$ cat config.mk
export PLATFORM = sky130hd
export DESIGN_NAME = bdm_ctrl
export DESIGN_NICKNAME = d
export VERILOG_FILES = /design/src/sv/bdm_pkg.sv /design/src/sv/bdm_ctrl.sv
export SDC_FILE = /design/constraint.sdc
export NUM_CORES = 1
export LEC_CHECK = 0
export BUFFER_PORTS_ARGS = -buffer_cell sky130_fd_sc_hd__buf_2
export CAP_MARGIN = 10
export CORE_AREA = 2 2 39 41
export CTS_BUF_LIST = sky130_fd_sc_hd__clkbuf_4 sky130_fd_sc_hd__clkbuf_8 sky130_fd_sc_hd__clkbuf_16
export DETAILED_ROUTE_END_ITERATION = 16
export DIE_AREA = 0 0 41 43
export GPL_ROUTABILITY_DRIVEN = 0
export SYNTH_ARGS = -nofsm -noshare
export SYNTH_HDL_FRONTEND = slang
export SYNTH_SLANG_ARGS = --single-unit
$ cat constraint.sdc
create_clock -name clock -period 1.42 [get_ports clock]
set_input_delay 0.142 -clock clock [delete_from_list [all_inputs] [get_ports clock]]
set_output_delay 0.142 -clock clock [all_outputs]
set_load 0.01 [all_outputs]
$ cat src/sv/bdm_pkg.sv
// Shared types, constants and helper functions for the bracket deque matcher.
// No dependencies; every other file refers to it by scoped names.
package bdm_pkg;

   localparam int DEPTH    = 1024;
   localparam int LEN_BITS = 32;
   localparam int OUT_BITS = 32;
   localparam int IDX_W    = $clog2(DEPTH);
   localparam int GAP_W    = $clog2(DEPTH + 1);
   localparam int CNT_W    = $clog2(DEPTH + 1);

   localparam logic OP_FRONT = 1'b0;
   localparam logic OP_BACK  = 1'b1;

   localparam logic [7:0] SYM_LPAREN  = 8'h28;
   localparam logic [7:0] SYM_RPAREN  = 8'h29;
   localparam logic [7:0] SYM_LSQUARE = 8'h5B;
   localparam logic [7:0] SYM_RSQUARE = 8'h5D;

   localparam logic [LEN_BITS-1:0] PAIR_LEN = LEN_BITS'(2);

   typedef struct packed {
      logic       op;
      logic [7:0] symbol;
   } req_type;

   typedef struct packed {
      logic [OUT_BITS-1:0] run_length;
      logic                overflow;
   } rsp_type;

   typedef struct packed {
      logic capture;
      logic look;
      logic commit;
   } cmd_type;

   // True if opener o and closer c form a pair.
   function automatic logic is_pair(input logic [7:0] o, input logic [7:0] c);
      return ((o == SYM_LPAREN) && (c == SYM_RPAREN)) ||
             ((o == SYM_LSQUARE) && (c == SYM_RSQUARE));
   endfunction

   function automatic logic [LEN_BITS-1:0] sat_add(input logic [LEN_BITS-1:0] a,
                                                   input logic [LEN_BITS-1:0] b);
      logic [LEN_BITS:0] s;
      s = {1'b0, a} + {1'b0, b};
      return s[LEN_BITS] ? {LEN_BITS{1'b1}} : s[LEN_BITS-1:0];
   endfunction

endpackage

$ cat src/sv/bdm_ctrl.sv
// Sequencing controller of the bracket deque matcher.
// Uses bdm_pkg for the command struct; drives the datapath by commands only.
module bdm_ctrl (
   input  logic             clock,
   input  logic             reset,
   input  logic             req_valid,
   output logic             req_ready,
   output logic             rsp_valid,
   input  logic             rsp_ready,
   output bdm_pkg::cmd_type cmd
);

   typedef enum logic [1:0] {
      ST_IDLE,
      ST_LOOK,
      ST_COMMIT
   } state_type;

   state_type state_ff;
   state_type state_in;
   logic      rsp_valid_ff;
   logic      rsp_valid_in;
   logic      commit;

   assign req_ready = (state_ff == ST_IDLE);
   assign commit    = (state_ff == ST_COMMIT) && (!rsp_valid_ff || rsp_ready);

   assign cmd.capture = req_valid && req_ready;
   assign cmd.look    = (state_ff == ST_LOOK);
   assign cmd.commit  = commit;
   assign rsp_valid   = rsp_valid_ff;

   always_comb begin
      state_in = state_ff;
      unique case (state_ff)
         ST_IDLE: begin
            if (req_valid) begin
               state_in = ST_LOOK;
            end
         end
         ST_LOOK: begin
            state_in = ST_COMMIT;
         end
         ST_COMMIT: begin
            if (commit) begin
               state_in = ST_IDLE;
            end
         end
         default: begin
            state_in = ST_IDLE;
         end
      endcase

      // hold the result until taken; a fresh one only loads once the slot is free
      rsp_valid_in = rsp_valid_ff;
      if (commit) begin
         rsp_valid_in = 1'b1;
      end else if (rsp_ready) begin
         rsp_valid_in = 1'b0;
      end
   end

   always_ff @(posedge clock) begin
      if (reset) begin
         state_ff     <= ST_IDLE;
         rsp_valid_ff <= 1'b0;
      end else begin
         state_ff     <= state_in;
         rsp_valid_ff <= rsp_valid_in;
      end
   end

endmodule

==> metrics.yaml, run 1 <==
clocking:
  cts_sinks: 3
  clkSlewWorstSetupHoldPaths_ps: 40
  holdBufCountCts: 0
  cts-resized-gates: 0
  clk_latency_ps: 230
  numCtsBuffers: 3
  postCtsSetupBuffers: 0
  h-tree-depth: 1
  clk_root_buffer_cell: "clkbuf_4"
  clk_path_buf_depth: 2
  cts_tree: "yes"
drt:
  routedWlPerCell_microns: 7.71
  wl_microns: 316
  ant_nets: 0
  dr.pass1.iters: 4
  drt_iter0_markers: 3
  dr_total_vias: 145
  viasPerCell: 3.54
  drcViolationCount: 0
synth:
  synth-seq-area-share_pct: 41.0
  synth-seq-cells: 3
  synth_nets: 18
  syn_area_sq_um: 146
  ys.warnings.count: 0
  synth_cell_types: 10
  syn_inst: 14
  avgSynthCellArea_sq_um: 10.5
floorplan:
  die_h_microns: 43
  core_sq_um: 1380
  die-area_sq_um: 1760
  io_pins: 9
  dieWidth_microns: 41
  num_rows: 14
  initial_core_util_pct: 10.6
cells_and_area:
  mostFrequentLayoutCells: "buf_2, clkbuf_4, dfxtp_1"
  area_delta_synth_final_pct: 56.4
  final_cells: 41
  layout_commonest_cell: "buf_2"
  drive_above_1_share_pct: 56.0
  seq_area_sq_um: 60.1
  multi_input_area_sq_um: 78.8
  diodes: 0
  final_nets: 30
  fillers: 165
power_and_ir_drop:
  irDropWorstVdd_mv: 0.144
  power_density_nw_per_um2: 1280
  power_leakage_uw: 0.000115
critical_path:
  critPathKind: "flip-flop to primary output"
  r2r_cells: 2
  endpoint_kind: "primary output"
  worstSetupStartpoint: "state_ff[1]"
  worstPathMaxFanout: 5
  ff2ff_setup_slack_ps: 540
  worstPathArrival_ps: 970
  required_ps: 1280
  cp-start-kind: "flip-flop"
  reg2reg_to: "state_ff[1]"
  r2r_start: "state_ff[1]"
sta:
  finalCritPeriodShare_pct: 78.0
  setup_viol: 0
  tightest_slew_ps: 164
  rsz0062_at_grt: "false"
  maxSlewHeadroom_pct: 89.1
  min_period_ps: 1110
  finalClockSkew_ps: 1.12
  hold_violations: 0
  fin_setup_tns_ps: 0
  max_freq_mhz: 903
  maxSlewViolCount: 0
global_routing:
  grt_max_degree: 6
  grt_pass1_wl_microns: 503
  grt_pass1_vias: 144
  grt.total_usage_pct: 5.61
  antenna_found_initial: 0
  gr-total-overflow: 0
min_path:
  hold_start: "reset"
  hold_class: "primary input to flip-flop"
  whs_endpoint: "rsp_valid"
  min_path_cells: 2
flow_run:
  maxCapViolCount: 0
outcome:
  status: "complete, no violations"
placement:
  placedCellCount: 37
  io_buffer_count: 8
## registers in the layout (all words and copies together) (netlist names)
name       count
state_ff       2
rsp_valid      1
## synthesized netlist by cell type (all sizes together)
master,count,area [sq um]
dfxtp,3,60.1
nand2b,2,12.5
nor2b,2,12.5
a21oi,1,5.00
and2b,1,10.0
and4bb,1,12.5
buf,1,7.51
nor2,1,3.75
nor3b,1,12.5
o21ba,1,10.0
## critical path: stages, from the launching register on
cell and delay [ps]:
dfxtp_1 390, and2b_4 210, buf_2 130
## worst max path at each step
| stage | end | slack, ps |
|---|---|---|
| 2_1_floorplan | state_ff[1] | 570 |
| 3_3_place_gp | state_ff[1] | 550 |
| 3_5_place_dp | state_ff[1] | 540 |
| 4_1_cts | cmd[1] | 300 |
| 5_1_grt | cmd[0] | 230 |
| 6_report | cmd[1] | 310 |
## report_power, final
group	switching [uW]	leakage, uW	total, uW	internal (uW)
logic	12.8	0.0000724	31.0	18.2
clock network	45.4	0.0000184	170	124
registers	4.26	0.0000246	93.0	88.7
total	62.5	0.000115	294	231
## layer usage
layer | GRT usage, % | vias to the layer above | wire, microns
li1 | - | 71 | -
met1 | 2.88 | 61 | 98
met2 | 7.19 | 9 | 143
met3 | 4.71 | 4 | 53
met4 | 10.0 | 0 | 21
met5 | 0 | - | 0
## cell type report
type | count | share of cell area (%)
tap | 16 | 8.74
clock buffer | 4 | 13.1
multi-input combinational | 10 | 34.4
sequential | 3 | 26.2
timing repair buffer | 8 | 17.5
## cells by family after synthesis
family          share of synthesized area (%)
simple gates                             43.6
flops                                    41.0
compound gates                           10.3
buf+inv                                  5.13
## stage by stage
step           worst slack [ps]  util (%)  power, uW  hold WS [ps]  cell area, sq um
2_1_floorplan               571         -        113           211               146
3_3_place_gp                548      14.4        125           339               199
3_5_place_dp                541      14.4        126           347               199
4_1_cts                     300      16.5        305          95.4               229
5_1_grt                     234      16.5        316          98.7               229
6_report                    312      16.5        294           101               229
Power figures use the tool's default switching activity.
==> run 2, diff against run 1 <==
clock period = 0.95 ns   (was 1.42 ns; I/O delays follow)
==> run 2 against run 1 <==
The flow now finishes with violations (setup timing). Via count is 11% lower. Largest cell class unchanged. Setup slack lost 390 ps. Critical path type unchanged. Wire length decreased by 4.4%. Largest power group unchanged.
==> metrics.yaml, run 2 (synthesized netlist as in run 1, its figures left out) <==
clocking:
  cts_sinks: 3
  numCtsBuffers: 3
  holdBufCountCts: 0
  postCtsSetupBuffers: 0
  h-tree-depth: 1
  clk_latency_ps: 230
  clk_path_buf_depth: 2
  clk_root_buffer_cell: "clkbuf_4"
  clkSlewWorstSetupHoldPaths_ps: 40
  cts_tree: "yes"
sta:
  setup_viol: 3
  maxSlewHeadroom_pct: 90.9
  rsz0062_at_grt: "true"
  fin_ws_ps: -75.6
  maxSlewViolCount: 0
  hold_violations: 0
  finalClockSkew_ps: 0.998
  tightest_slew_ps: 135
  max_freq_mhz: 975
  hold_ws_ps: 46.9
  finalCritPeriodShare_pct: 108
  min_period_ps: 1030
cells_and_area:
  multi_input_area_sq_um: 86.3
  area_delta_synth_final_pct: 69.2
  largest_register_ffs: 2
  design_area_sq_um: 248
  finish.utilization_pct: 17.9
  mostFrequentLayoutCells: "buf_2, clkbuf_4, nor2b_1"
  final_cells: 41
  layout_commonest_cell: "buf_2"
  final_nets: 30
  top_register: "state_ff"
  seq_area_sq_um: 65.1
  diodes: 0
  fillers: 162
  drive_above_1_share_pct: 68.0
placement:
  placed_area_sq_um: 199
  placedCellCount: 37
  io_buffer_count: 8
drt:
  ant_nets: 0
  wl_microns: 302
  drcViolationCount: 0
  dr_total_vias: 129
  routedWlPerCell_microns: 7.37
  viasPerCell: 3.15
  drt_iter0_markers: 1
  dr.pass1.iters: 2
critical_path:
  endpoint_kind: "primary output"
  required_ps: 850
  worstPathMaxFanout: 5
  cp-start-kind: "flip-flop"
  critPathKind: "flip-flop to primary output"
  ff2ff_setup_slack_ps: 110
  worstPathArrival_ps: 930
outcome:
  failed_checks: "setup timing"
  status: "finished, violations left"
floorplan:
  io_pins: 9
  core_sq_um: 1380
  die-area_sq_um: 1760
  die_h_microns: 43
  initial_core_util_pct: 10.6
  num_rows: 14
  dieWidth_microns: 41
power_and_ir_drop:
  power_switching_uw: 93.4
  power_leakage_uw: 0.000120
  combPwrFrac_pct: 11.8
  swShare_pct: 21.0
  power_density_nw_per_um2: 1790
  irDropWorstVdd_mv: 0.248
  seqPwrFrac_pct: 31.4
  p_int_uw: 350
  p_clk_share_pct: 56.9
global_routing:
  gr-max-usage-layer: "met4"
  grt_pass1_vias: 122
  gr-total-overflow: 0
  grtUsageMet1_pct: 1.92
  grt_pass1_wl_microns: 407
  grt_max_degree: 6
  antenna_found_initial: 0
  met3_usage_pct: 4.71
  use_met2_pct: 5.94
  grt.total_usage_pct: 4.61
min_path:
  hold_class: "primary input to flip-flop"
flow_run:
  maxCapViolCount: 0
## run 2: cell count changes in the layout (fill, tap and decap cells not counted)
cell      change
buf_6         +1
dfxtp_2       +1
nand2b_1      -1
dfxtp_1       -2
buf_2         -1
nand2b_4      +1
dfxtp_4       +1
## run 2: worst max-delay path, cell delays in order, from the launching register on
cell and delay (ps):
dfxtp_4 350, and2b_4 250, buf_6 90
## run 2: area by class of cell
| cell class | instances | share of cell area, % |
|---|---|---|
| flip-flops and latches | 3 | 26.3 |
| clock buffers | 4 | 12.1 |
| well taps | 16 | 8.08 |
| repair buffers | 8 | 18.7 |
| multi-input cells | 10 | 34.8 |
## run 2: final timing paths
check | cells after the start | endpoint | from
max | 2 | cmd[1] | state_ff[1]
min | 2 | state_ff[0] | reset
max reg2reg | 2 | state_ff[1] | state_ff[1]
min reg2reg | 2 | rsp_valid | rsp_valid
## run 2: repair_timing
action | in CTS | in global routing
gates resized for setup | 5 | 0
pin swaps | 1 | 0
endpoints found under the setup margin | 3 | 4
## run 2: power by group through the flow
stage	sequential, uW	combinational (uW)	clock, uW
after detailed placement	141	46.5	0
after global routing	140	58.8	279
after floorplan	140	28.5	0
after global placement	141	46.5	0
after CTS	139	52.9	269
final	139	52.2	252
## run 2: metal layers
layer | vias to the layer above | share of wire [%] | wire length [microns]
li1 | 67 | - | -
met1 | 55 | 32 | 97
met5 | - | 0 | 0
met2 | 7 | 54 | 162
met3 | 0 | 14 | 42
met4 | 0 | 0 | 0
## run 2: per-stage QoR
stage               TNS, ps  total power [uW]  setup slack, ps
floorplan                 0               169              101
finish                 -187               444            -75.6
detailed placement        0               188             78.3
global placement          0               188             77.5
global route           -384               478             -146
CTS                    -238               461            -89.1
